--- src/rtl/sle_pkg.sv ---
// Shared constants and codes for the sequential list engine.
`timescale 1ns / 1ps

package sle_pkg;

	// List geometry
	localparam int DEPTH      = 64;
	localparam int DATA_WIDTH = 32;
	localparam int IDX_W      = $clog2(DEPTH);
	localparam int CNT_W      = $clog2(DEPTH + 1);

	// Port field widths
	localparam int OP_W        = 3;
	localparam int VALUE_W     = 32;
	localparam int POS_W       = 8;
	localparam int STATUS_W    = 2;
	localparam int FIDX_W      = 6;
	localparam int COUNT_W     = 7;
	localparam int IN_TDATA_W  = 40;
	localparam int OUT_TDATA_W = 16;

	typedef enum logic [OP_W-1:0] {
		OP_APPEND,
		OP_PREPEND,
		OP_POP_FIRST,
		OP_POP_LAST,
		OP_INSERT,
		OP_FIND,
		OP_SORT,
		OP_CLEAR
	} op_t;

	typedef enum logic [STATUS_W-1:0] {
		ST_OK,
		ST_FULL,
		ST_EMPTY,
		ST_BAD_POS
	} status_t;

endpackage

--- src/rtl/sequential_list_engine_unit.sv ---
// Bounded ordered list of signed words kept in one synchronous memory.
`timescale 1ns / 1ps

// Append, pop last, clear and rejected requests go from idle straight to the result state;
// prepend or insert inside the list and pop first shift entries, find walks up to count
// entries and a sort of two or more entries runs bubble passes. One request is worked at
// a time, so a new word is taken once the result is loaded; the memory walks one entry per
// cycle and a finished result waits in the output register meanwhile.
// Reset clears state, count, walk counter and output valid at once; data and memory are not cleared.
module sequential_list_engine_unit (
	input  logic                             clk,
	input  logic                             arst_n,
	input  logic                             s_axis_tvalid,
	output logic                             s_axis_tready,
	input  logic [sle_pkg::IN_TDATA_W-1:0]   s_axis_tdata,  // value[31:0], position[39:32]
	input  logic [sle_pkg::OP_W-1:0]         s_axis_tuser,  // operation[2:0]
	output logic                             m_axis_tvalid,
	input  logic                             m_axis_tready,
	output logic [sle_pkg::OUT_TDATA_W-1:0]  m_axis_tdata,  // found[0], found_index[6:1],
	                                                        // count[13:7], zero[15:14]
	output logic [sle_pkg::STATUS_W-1:0]     m_axis_tuser   // status[1:0]
);

	localparam int IDX_W = sle_pkg::IDX_W;
	localparam int CNT_W = sle_pkg::CNT_W;
	localparam int DW    = sle_pkg::DATA_WIDTH;

	typedef enum logic [2:0] {
		S_IDLE,
		S_SHIFT,
		S_FIND,
		S_SORT_LOAD,
		S_SORT_HOLD,
		S_SORT_RUN,
		S_RESULT
	} state_t;

	state_t                state_q;
	logic [CNT_W-1:0]      cnt_q;
	logic [DW-1:0]         word_q;
	logic [IDX_W-1:0]      pos_q;
	logic                  up_q;
	logic [IDX_W-1:0]      rd_addr_q;
	logic [CNT_W-1:0]      left_q;
	logic                  pend_s1;
	logic [IDX_W-1:0]      wa_s1;
	logic [DW-1:0]         hold_q;
	logic [IDX_W-1:0]      lim_q;
	sle_pkg::status_t      res_status_q;
	logic                  res_found_q;
	logic [IDX_W-1:0]      res_fidx_q;
	logic                  m_valid_q;
	logic [sle_pkg::OUT_TDATA_W-1:0] m_tdata_q;
	logic [sle_pkg::STATUS_W-1:0]    m_tuser_q;

	// Entry memory
	logic [DW-1:0]    mem [sle_pkg::DEPTH];
	logic [DW-1:0]    rd_data_q;
	logic             wr_en;
	logic [IDX_W-1:0] wr_addr;
	logic [DW-1:0]    wr_data;

	// Input decode
	logic                            accept;
	sle_pkg::op_t                    op_in;
	logic signed [sle_pkg::VALUE_W-1:0] value_in;
	logic [sle_pkg::POS_W-1:0]       pos_in;
	logic [sle_pkg::POS_W-1:0]       ins_pos;
	logic [DW-1:0]                   word_in;
	logic                            full;
	logic                            empty;
	logic                            pos_bad;
	logic                            pos_inside;
	logic                            is_insert;
	logic                            issue;
	logic                            gt;
	logic                            out_free;
	sle_pkg::status_t                idle_status;
	state_t                          idle_next;

	assign s_axis_tready = (state_q == S_IDLE);
	assign accept        = s_axis_tvalid && s_axis_tready;
	assign op_in         = sle_pkg::op_t'(s_axis_tuser);
	assign value_in      = s_axis_tdata[sle_pkg::VALUE_W-1:0];
	assign pos_in        = s_axis_tdata[sle_pkg::VALUE_W +: sle_pkg::POS_W];
	assign word_in       = DW'(value_in);
	assign is_insert     = (op_in == sle_pkg::OP_INSERT) || (op_in == sle_pkg::OP_PREPEND);
	assign ins_pos       = (op_in == sle_pkg::OP_PREPEND) ? '0 : pos_in;
	assign full          = (int'(cnt_q) >= sle_pkg::DEPTH);
	assign empty         = (cnt_q == '0);
	assign pos_bad       = (int'(ins_pos) >= sle_pkg::DEPTH);
	assign pos_inside    = (int'(ins_pos) < int'(cnt_q));
	assign issue         = (left_q != '0);
	assign gt            = $signed(hold_q) > $signed(rd_data_q);
	assign out_free      = !m_valid_q || m_axis_tready;

	assign m_axis_tvalid = m_valid_q;
	assign m_axis_tdata  = m_tdata_q;
	assign m_axis_tuser  = m_tuser_q;

	// Request outcome: result status and the state that works it
	always_comb begin
		idle_status = sle_pkg::ST_OK;
		idle_next   = S_RESULT;
		unique case (op_in)
			sle_pkg::OP_APPEND: begin
				if (full) begin
					idle_status = sle_pkg::ST_FULL;
				end
			end
			sle_pkg::OP_PREPEND, sle_pkg::OP_INSERT: begin
				if (full) begin
					idle_status = sle_pkg::ST_FULL;
				end else if (pos_bad) begin
					idle_status = sle_pkg::ST_BAD_POS;
				end else if (pos_inside) begin
					idle_next = S_SHIFT;
				end
			end
			sle_pkg::OP_POP_FIRST: begin
				if (empty) begin
					idle_status = sle_pkg::ST_EMPTY;
				end else begin
					idle_next = S_SHIFT;
				end
			end
			sle_pkg::OP_POP_LAST: begin
				if (empty) begin
					idle_status = sle_pkg::ST_EMPTY;
				end
			end
			sle_pkg::OP_FIND: begin
				if (empty) begin
					idle_status = sle_pkg::ST_EMPTY;
				end else begin
					idle_next = S_FIND;
				end
			end
			sle_pkg::OP_SORT: begin
				if (empty) begin
					idle_status = sle_pkg::ST_EMPTY;
				end else if (cnt_q != CNT_W'(1)) begin
					idle_next = S_SORT_LOAD;
				end
			end
			sle_pkg::OP_CLEAR: begin
				idle_status = sle_pkg::ST_OK;
			end
		endcase
	end

	// Memory write port select
	always_comb begin
		wr_en   = 1'b0;
		wr_addr = rd_addr_q;
		wr_data = rd_data_q;
		unique case (state_q)
			S_IDLE: begin
				if (accept && !full &&
				    ((op_in == sle_pkg::OP_APPEND) ||
				     (is_insert && !pos_bad && !pos_inside))) begin
					wr_en   = 1'b1;
					wr_addr = IDX_W'(cnt_q);
					wr_data = word_in;
				end
			end
			S_SHIFT: begin
				if (pend_s1) begin
					wr_en   = 1'b1;
					wr_addr = wa_s1;
					wr_data = rd_data_q;
				end else if (!issue && up_q) begin
					wr_en   = 1'b1;
					wr_addr = pos_q;
					wr_data = word_q;
				end
			end
			S_SORT_RUN: begin
				if (pend_s1) begin
					wr_en   = 1'b1;
					wr_addr = wa_s1;
					wr_data = gt ? rd_data_q : hold_q;
				end else if (!issue) begin
					wr_en   = 1'b1;
					wr_addr = lim_q;
					wr_data = hold_q;
				end
			end
			S_FIND, S_SORT_LOAD, S_SORT_HOLD, S_RESULT: begin
				wr_en = 1'b0;
			end
			default: begin
				wr_en = 1'b0;
			end
		endcase
	end

	// Memory: one write, one registered read per cycle
	always_ff @(posedge clk) begin
		if (wr_en) begin
			mem[wr_addr] <= wr_data;
		end
		rd_data_q <= mem[rd_addr_q];
	end

	// Sequencer and result register
	always_ff @(posedge clk or negedge arst_n) begin
		if (!arst_n) begin
			state_q   <= S_IDLE;
			cnt_q     <= '0;
			left_q    <= '0;
			pend_s1   <= 1'b0;
			m_valid_q <= 1'b0;
		end else begin
			// Load the output register from a finished request, drop it once taken
			if ((state_q == S_RESULT) && out_free) begin
				m_valid_q <= 1'b1;
			end else if (m_axis_tready) begin
				m_valid_q <= 1'b0;
			end
			unique case (state_q)
				S_IDLE: begin
					if (accept) begin
						word_q       <= word_in;
						pos_q        <= IDX_W'(ins_pos);
						pend_s1      <= 1'b0;
						res_status_q <= idle_status;
						res_found_q  <= 1'b0;
						res_fidx_q   <= '0;
						state_q      <= idle_next;
						unique case (op_in)
							sle_pkg::OP_APPEND: begin
								if (!full) begin
									cnt_q <= cnt_q + 1'b1;
								end
							end
							sle_pkg::OP_PREPEND, sle_pkg::OP_INSERT: begin
								if (!full && !pos_bad) begin
									if (pos_inside) begin
										// open a hole at the position, top entry first
										up_q      <= 1'b1;
										rd_addr_q <= IDX_W'(cnt_q - 1'b1);
										left_q    <= cnt_q - CNT_W'(ins_pos);
									end else begin
										cnt_q <= cnt_q + 1'b1;
									end
								end
							end
							sle_pkg::OP_POP_FIRST: begin
								if (!empty) begin
									up_q      <= 1'b0;
									rd_addr_q <= IDX_W'(1);
									left_q    <= cnt_q - 1'b1;
								end
							end
							sle_pkg::OP_POP_LAST: begin
								if (!empty) begin
									cnt_q <= cnt_q - 1'b1;
								end
							end
							sle_pkg::OP_FIND: begin
								if (!empty) begin
									rd_addr_q <= '0;
									left_q    <= cnt_q;
								end
							end
							sle_pkg::OP_SORT: begin
								if (!empty && (cnt_q != CNT_W'(1))) begin
									lim_q     <= IDX_W'(cnt_q - 1'b1);
									rd_addr_q <= '0;
								end
							end
							sle_pkg::OP_CLEAR: begin
								cnt_q <= '0;
							end
						endcase
					end
				end

				// Move one entry per cycle; write lands in the cycle after its read
				S_SHIFT: begin
					pend_s1 <= issue;
					if (issue) begin
						rd_addr_q <= up_q ? rd_addr_q - 1'b1 : rd_addr_q + 1'b1;
						wa_s1     <= up_q ? rd_addr_q + 1'b1 : rd_addr_q - 1'b1;
						left_q    <= left_q - 1'b1;
					end
					if (!issue && !pend_s1) begin
						cnt_q   <= up_q ? cnt_q + 1'b1 : cnt_q - 1'b1;
						state_q <= S_RESULT;
					end
				end

				// Walk up from entry zero, stop at the first match
				S_FIND: begin
					pend_s1 <= issue;
					if (issue) begin
						rd_addr_q <= rd_addr_q + 1'b1;
						wa_s1     <= rd_addr_q;
						left_q    <= left_q - 1'b1;
					end
					if (pend_s1 && (rd_data_q == word_q)) begin
						res_found_q <= 1'b1;
						res_fidx_q  <= wa_s1;
						state_q     <= S_RESULT;
					end else if (!issue && !pend_s1) begin
						state_q <= S_RESULT;
					end
				end

				// Start of a pass: fetch entry zero into the hold register
				S_SORT_LOAD: begin
					rd_addr_q <= IDX_W'(1);
					state_q   <= S_SORT_HOLD;
				end

				S_SORT_HOLD: begin
					hold_q  <= rd_data_q;
					left_q  <= CNT_W'(lim_q);
					pend_s1 <= 1'b0;
					state_q <= S_SORT_RUN;
				end

				// Carry the largest entry seen so far up to the pass limit
				S_SORT_RUN: begin
					pend_s1 <= issue;
					if (issue) begin
						rd_addr_q <= rd_addr_q + 1'b1;
						wa_s1     <= rd_addr_q - 1'b1;
						left_q    <= left_q - 1'b1;
					end
					if (pend_s1 && !gt) begin
						hold_q <= rd_data_q;
					end
					if (!issue && !pend_s1) begin
						if (lim_q == IDX_W'(1)) begin
							state_q <= S_RESULT;
						end else begin
							lim_q     <= lim_q - 1'b1;
							rd_addr_q <= '0;
							state_q   <= S_SORT_LOAD;
						end
					end
				end

				// Hand the result to the output register once it is free
				S_RESULT: begin
					if (out_free) begin
						m_tuser_q <= res_status_q;
						m_tdata_q <= {2'b00,
						              sle_pkg::COUNT_W'(cnt_q),
						              sle_pkg::FIDX_W'(res_fidx_q),
						              res_found_q};
						state_q   <= S_IDLE;
					end
				end

				default: begin
					state_q <= S_IDLE;
				end
			endcase
		end
	end

`ifndef SYNTH
	a_count_bound: assert property (@(posedge clk) disable iff (!arst_n)
		int'(cnt_q) <= sle_pkg::DEPTH)
		else $error("entry count above depth");

	a_idle_write: assert property (@(posedge clk) disable iff (!arst_n)
		(wr_en && (state_q == S_IDLE)) |-> accept)
		else $error("memory write in idle without a request");

	a_no_overlap: assert property (@(posedge clk) disable iff (!arst_n)
		(wr_en && issue && ((state_q == S_SHIFT) || (state_q == S_SORT_RUN)))
		|-> (wr_addr != rd_addr_q))
		else $error("walk reads and writes the same entry");

	a_walk_bound: assert property (@(posedge clk) disable iff (!arst_n)
		((state_q == S_SHIFT) || (state_q == S_FIND)) |-> (left_q <= cnt_q))
		else $error("walk length above entry count");

	a_result_count: assert property (@(posedge clk) disable iff (!arst_n)
		((state_q == S_RESULT) && out_free)
		|=> (m_tdata_q[1 + sle_pkg::FIDX_W +: sle_pkg::COUNT_W]
		     == sle_pkg::COUNT_W'($past(cnt_q))))
		else $error("result count differs from entry count");
`endif

endmodule

--- config.mk ---
export PLATFORM = sky130hd
export DESIGN_NAME = sequential_list_engine_unit
export DESIGN_NICKNAME = d
export VERILOG_FILES = /design/src/rtl/sle_pkg.sv /design/src/rtl/sequential_list_engine_unit.sv
export SDC_FILE = /design/constraint.sdc
export NUM_CORES = 2
export LEC_CHECK = 0
export ABC_AREA = 0
export ABC_CLOCK_PERIOD_IN_PS = 10200
export BUFFER_PORTS_ARGS = -buffer_cell sky130_fd_sc_hd__buf_2
export CAP_MARGIN = 20
export CORE_ASPECT_RATIO = 1.25
export CORE_MARGIN = 2
export CORE_UTILIZATION = 25
export DETAILED_ROUTE_END_ITERATION = 10
export GPL_TIMING_DRIVEN = 0
export SYNTH_ARGS = -nofsm -noshare
export SYNTH_HDL_FRONTEND = slang
export SYNTH_SLANG_ARGS = --single-unit
--- constraint.sdc ---
create_clock -name clk -period 10.2 [get_ports clk]
set_clock_uncertainty 0.15 [all_clocks]
set_input_delay 2.04 -clock clk [delete_from_list [all_inputs] [get_ports clk]]
set_output_delay 2.04 -clock clk [all_outputs]
set_load 0.1 [all_outputs]
Word-level counts from Yosys, hierarchy flattened
Memory sizes are Yosys's and may differ from the RTL's. A register that Yosys moved wholly into a read port is not among the register bits.
Index checks and enable logic that the tools add are counted.
{"block": "totals", "input_bits": 47, "rom_bits": 0, "wordCells": 220, "register_bits": 133, "latchBits": 0, "memories": 1, "mem_bits_rw": 2048, "output_inout_bits": 20}
{"name": "mem", "words": 64, "word_bits": 32, "rd": 1, "rd_clocked_by_memory_dff": 1, "wr": 1, "line_no": "sequential_list_engine_unit.sv:57", "source": "logic [DW-1:0] mem [sle_pkg::DEPTH];"}
{"block": "op_classes", "bitwise": 0, "addsub": 7, "eq_ne": 43, "multipliers": 0, "n_reduce_logical": 51, "order_cmp": 4, "n_shift": 0, "n_mux": 97, "div": 0}
{"op": "two-way mux 32 bit", "n": 7}
{"op": "two-way mux 6 bit", "n": 27}
{"op": "one-hot mux 32 bit (3 select lines)", "n": 1}
{"op": "two-way mux 7 bit", "n": 12}
{"op": "one-hot mux 32 bit (2 select lines)", "n": 1}
{"op": "one-hot mux 7 bit (3 select lines)", "n": 2}
{"op": "two-way mux 3 bit", "n": 13}
{"op": "one-hot mux 6 bit (3 select lines)", "n": 2}
{"op": "== test 32 bit", "n": 1}
{"op": "greater-than comparator 32 bit", "n": 1}
{"op": "one-hot mux 6 bit (5 select lines)", "n": 1}
{"op": "one-hot mux 7 bit (4 select lines)", "n": 1}
{"op": "inequality test 2 bit (second input constant)", "n": 12}
{"op": "inequality test 3 bit (second input constant)", "n": 8}
{"op": "one-hot mux 6 bit (2 select lines)", "n": 2}
{"op": "one-hot mux 6 bit (4 select lines)", "n": 1}
{"op": "== test 3 bit (second input constant)", "n": 7}
{"op": "one-hot mux 3 bit (7 select lines)", "n": 1}
{"op": "AND reduction 8 bit", "n": 2}
{"op": "two-way mux 1 bit", "n": 15}
{"op": "one-hot mux 7 bit (2 select lines)", "n": 1}
{"op": "AND reduction 7 bit", "n": 2}
{"op": "subtractor 7 x 1 -> 7 bit (second input constant)", "n": 2}
{"op": "== test 3 x 2 -> 1 bit (second input constant)", "n": 4}
{"op": "36 further kinds", "n": 76}

Logic depth before layout (Yosys ltp)
{"block": "logic_depth", "ltp_word": 12, "mapped_depth": 16, "ltp_nobuf": 13}

Least setup slack after synthesis
Ideal clock, no wire load.
{"block": "synth_timing", "path_type": "input-to-reg", "start": "in s_axis_tuser[2] (netlist bit)", "end": "mem mem[58][0] (netlist bit), enable pin", "path_slack_ns": 1.948, "required_ns": 9.548, "path_stages": 15, "arrival_ns": 7.600, "path_buffers": 3, "setup_ns": 0.502, "path_cell_list": "buf_2 -> inv_2 -> nand3_2 -> nand2_1 -> inv_1 -> ha_1 -> nor2b_1 -> o211ai_1 -> a21o_1 -> a22o_1 -> a21oi_2 -> buf_2 -> o211ai_1 -> clkbuf_1 -> nor4_1"}
{"block": "synth_between", "elab_chain_cells": 12, "word_cells_on_any_way": 19, "cone_classes": "2 x order compare; 2 x eq/ne; 7 x mux; 8 x reduce/logical"}
{"item": "start, declared", "line_no": "sequential_list_engine_unit.sv:16", "source": "input logic [sle_pkg::OP_W-1:0] s_axis_tuser,"}
{"item": "== test 3 x 1 -> 1 bit *", "line_no": "sequential_list_engine_unit.sv:88", "source": "assign ins_pos = (op_in == sle_pkg::OP_PREPEND) ? '0 : pos_in;"}
{"item": "two-way mux 8 bit *", "line_no": "sequential_list_engine_unit.sv:88"}
{"item": "named net ins_pos (one bit)", "line_no": "sequential_list_engine_unit.sv:68", "source": "logic [sle_pkg::POS_W-1:0] ins_pos;"}
{"item": "greater-or-equal comparator 8 x 7 -> 1 bit", "line_no": "sequential_list_engine_unit.sv:91", "source": "assign pos_bad = (int'(ins_pos) >= sle_pkg::DEPTH);"}
{"item": "zero test 1 bit", "line_no": "sequential_list_engine_unit.sv:161", "source": "(is_insert && !pos_bad && !pos_inside))) begin"}
{"item": "logical AND 1 bit", "line_no": "sequential_list_engine_unit.sv:161"}
{"item": "logical AND 1 bit *", "line_no": "sequential_list_engine_unit.sv:161"}
{"item": "logical OR 1 bit *", "line_no": "sequential_list_engine_unit.sv:160", "source": "((op_in == sle_pkg::OP_APPEND) ||"}
{"item": "logical AND 1 bit *", "line_no": "sequential_list_engine_unit.sv:159", "source": "if (accept && !full &&"}
{"item": "two-way mux 1 bit", "line_no": "sequential_list_engine_unit.sv:159"}
{"item": "one-hot mux 1 bit (3 select lines)", "line_no": "sequential_list_engine_unit.sv:157", "source": "unique case (state_q)"}
{"item": "two-way mux 1 bit", "line_no": "sequential_list_engine_unit.sv:200", "source": "if (wr_en) begin"}
{"item": "two-way mux 1 bit (implied by the code)", "line_no": "sequential_list_engine_unit.sv:201", "source": "mem[wr_addr] <= wr_data;"}
{"item": "end, declared", "line_no": "sequential_list_engine_unit.sv:57"}
Mark *: on every way through the listed nets, which the timed path passes. The rest lies on a longest branch.

Final worst setup path
{"block": "layout_timing", "start": "in s_axis_tuser[2] (netlist bit)", "end": "mem mem[6][26] (netlist bit), enable pin"}
The elaborated chain is that of the path after synthesis.

==> impl_metrics.tcl <==
set metrics [dict create \
    yosysUniqueCellTypes 86 \
    clock-root-buffer "clkbuf_16" \
    worst_hold_slack_ns 0.267 \
    finalSetupViolCount 0 \
    core_um2 357000 \
    ys_ff_latch 2213 \
    yosysSeqAreaShare_pct 73.7 \
    fin_crit_sh_pct 67.9 \
    initial_core_util_pct 25.1 \
    via_count 52278 \
    r2r_end "rd_data_q[20]$_DFF_P_" \
    die_y_um 674 \
    setup-tns-final_ns 0 \
    hp-class "reg2reg" \
    grtUsageTotal_pct 16.2 \
    placed_area_um2 101000 \
    drive_above_1_share_pct 23.8 \
    worstPathArrival_ns 7.34 \
    critPathMaxFanout 10 \
    async_flop_share_pct 0.859 \
    die_w_um 540 \
    hp-start "res_status_q[0]$_DFFE_PP_" \
    drtIter0Drc 7999 \
    place_congestion 0.926 \
    antenna_found_initial 14 \
    holdPathStages 0 \
    tightest_slew_ns 1.26 \
    cts_setup_buffers 0 \
    cts_inserted_buffers 208 \
    min_delay_worst_endpoint "m_axis_tuser[0]$_DFFE_PP_" \
    port_buffers 61 \
    grt_pass1_vias 51769 \
    clock.fmax_ghz 0.144 \
    max_stage_delay_ns 0.94 \
    rr_startpoint "rd_addr_q[2]$_DFFE_PP_" \
    viasPerCell 5.09 \
    post_drt_wl_per_cell_um 29.5 \
    grt_first_pass_wirelength_um 415000 \
    dpl.hpwl_um 222000 \
    cts_tree "done" \
    status "complete, no violations" \
    dp_slack_ns 2.49 \
    die_area_um2 363000 \
    period_minus_slack_ns 6.93 \
    dr.pass1.iters 6 \
    cts.path.max_buffers 4 \
    mostFrequentLayoutCells "edfxtp_1, mux4_2, mux2i_1" \
    cp_common_cell "buf_4" \
    maxSlewHeadroom_pct 15.8 \
    rsz0062_at_grt "false" \
    cp-end-kind "flip-flop" \
    synth.yosys.warnings 0 \
    synth-edff-count 2162 \
    areaGrowthSynthToFinish_pct 19.6 \
    wl_um 303000 \
    layout_commonest_cell "edfxtp_1" \
    ctsHoldBuffers 0 \
    syn_avg_cell_area_um2 18.7 \
    syn-instance-count 4795 \
    hold_violations 0 \
    cts.sinks 2213 \
    final_antenna_net_count 0 \
    syn_area_um2 89700 \
    layout_setup_ws_ns 3.27 \
    crit_chain "buf_2, inv_2, nand3_2, nand2_1, inv_1, ha_1, a21o_1, a221oi_4, a22oi_1, o21ai_1, mux2i_1, o21ai_1, clkbuf_1, nor4_2, buf_4, buf_4, buf_4, buf_4" \
    clock_latency_ns 0.90 \
    grt_overflow_total 0 \
    grt_max_degree 65 \
    htree_levels 4 \
    fin_area_um2 107000 \
    drv_cap 0 \
    worstSetupPathType "in2reg" \
    nets 5521 \
    io_pins 67 \
    crit_required_ns 10.62 \
    r2r_slack_ns 3.81 \
    ctsResizeCount 0 \
    drcViolationCount 0 \
    maxSlewViolCount 0 \
    synth-main-ff-cell "edfxtp_1" \
    worst_r2r_path_depth 10 \
    start_kind "input pin" \
    clkTransAtPathRegs_ns 0.06 \
    rows 245 \
    crit_slowest_cell "nor4_2" \
]
==> cell type report <==
class,instances,area [um^2]
Antenna cell,6,15.0
Buffer,294,1260
Clock buffer,261,5490
Clock inverter,107,976
Fill cell,34498,249000
Inverter,69,259
Multi-Input combinational cell,2220,22600
Sequential cell,2213,66000
Tap cell,4693,5870
Timing Repair Buffer,413,4760
==> per-stage QoR <==
| stage | utilization (%) | cells |
|---|---|---|
| after floorplan | - | 4796 |
| after detailed placement | 28.2 | 9891 |
| after global routing | 30.1 | 10271 |
| final | 30.1 | 10276 |
| after global placement | 26.9 | 9550 |
| after CTS | 30.0 | 10259 |
==> critical path: cells and delay by family <==
kind / cells / cell delay, ns
buffers and inverters: 8 / 1.63
AOI/OAI and AO/OA: 5 / 1.67
and+or+nand+nor: 3 / 1.32
adders and majority gates: 1 / 0.34
muxes: 1 / 0.30
==> cells by family (layout without fill, tap and decap cells) <==
family / count (synthesis) / in the layout / synth area share [%]
adders and majority gates: 55 / 55 / 0.776
AOI/OAI and AO/OA: 735 / 735 / 5.53
other: 1 / 8 / 0.00418
muxes: 787 / 787 / 14.2
DFF: 2213 / 2213 / 73.7
buffers and inverters: 363 / 1144 / 1.69
xor gates and xnor gates: 61 / 61 / 0.596
and+or+nand+nor: 580 / 580 / 3.57
==> worst max-delay path by stage <==
| stage | start | to | cells after the start |
|---|---|---|---|
| 6_report | s_axis_tuser[2] | mem[6][26]$_DFFE_PP_ | 18 |
| 4_1_cts | s_axis_tuser[2] | mem[6][12]$_DFFE_PP_ | 19 |
| 2_1_floorplan | s_axis_tuser[2] | mem[58][0]$_DFFE_PP_ | 15 |
| 3_3_place_gp | s_axis_tuser[2] | mem[30][27]$_DFFE_PP_ | 15 |
| 3_5_place_dp | s_axis_tuser[2] | mem[6][17]$_DFFE_PP_ | 19 |
| 5_1_grt | s_axis_tuser[1] | mem[17][5]$_DFFE_PP_ | 18 |
==> metal layers <==
metal | vias up | share of wire (%) | routed length [um] | GRT usage, %
met5 | - | 0.0036 | 11 | 0
met4 | 2 | 8.3 | 25200 | 11.6
met3 | 781 | 9.2 | 28000 | 2.97
met2 | 3205 | 48 | 146000 | 27.4
met1 | 27220 | 34 | 104000 | 18.4
li1 | 21070 | - | - | -
==> state kept, by name, indices dropped and copies added, names as in the netlist, 7 cells and up <==
name / count
mem: 2048
hold_q: 32
rd_data_q: 32
word_q: 32
m_axis_tdata: 14
cnt_q: 7
left_q: 7
==> Yosys cell counts, drive strengths merged, types with 74 or more instances <==
master  instances  area share (%)
a21oi         213             1.2
edfxtp       2162              72
clkbuf        159            0.67
o221ai        124             1.2
o21ai         120            0.67
nand2         109            0.46
mux4          383             9.6
mux2i         369             4.1
o22ai          74            0.52
nor3           99            0.60
buf           135            0.74
nor2           89            0.38
Power is not shown: default switching activity piles up to over one toggle a cycle in this logic, so the estimate is an artifact.
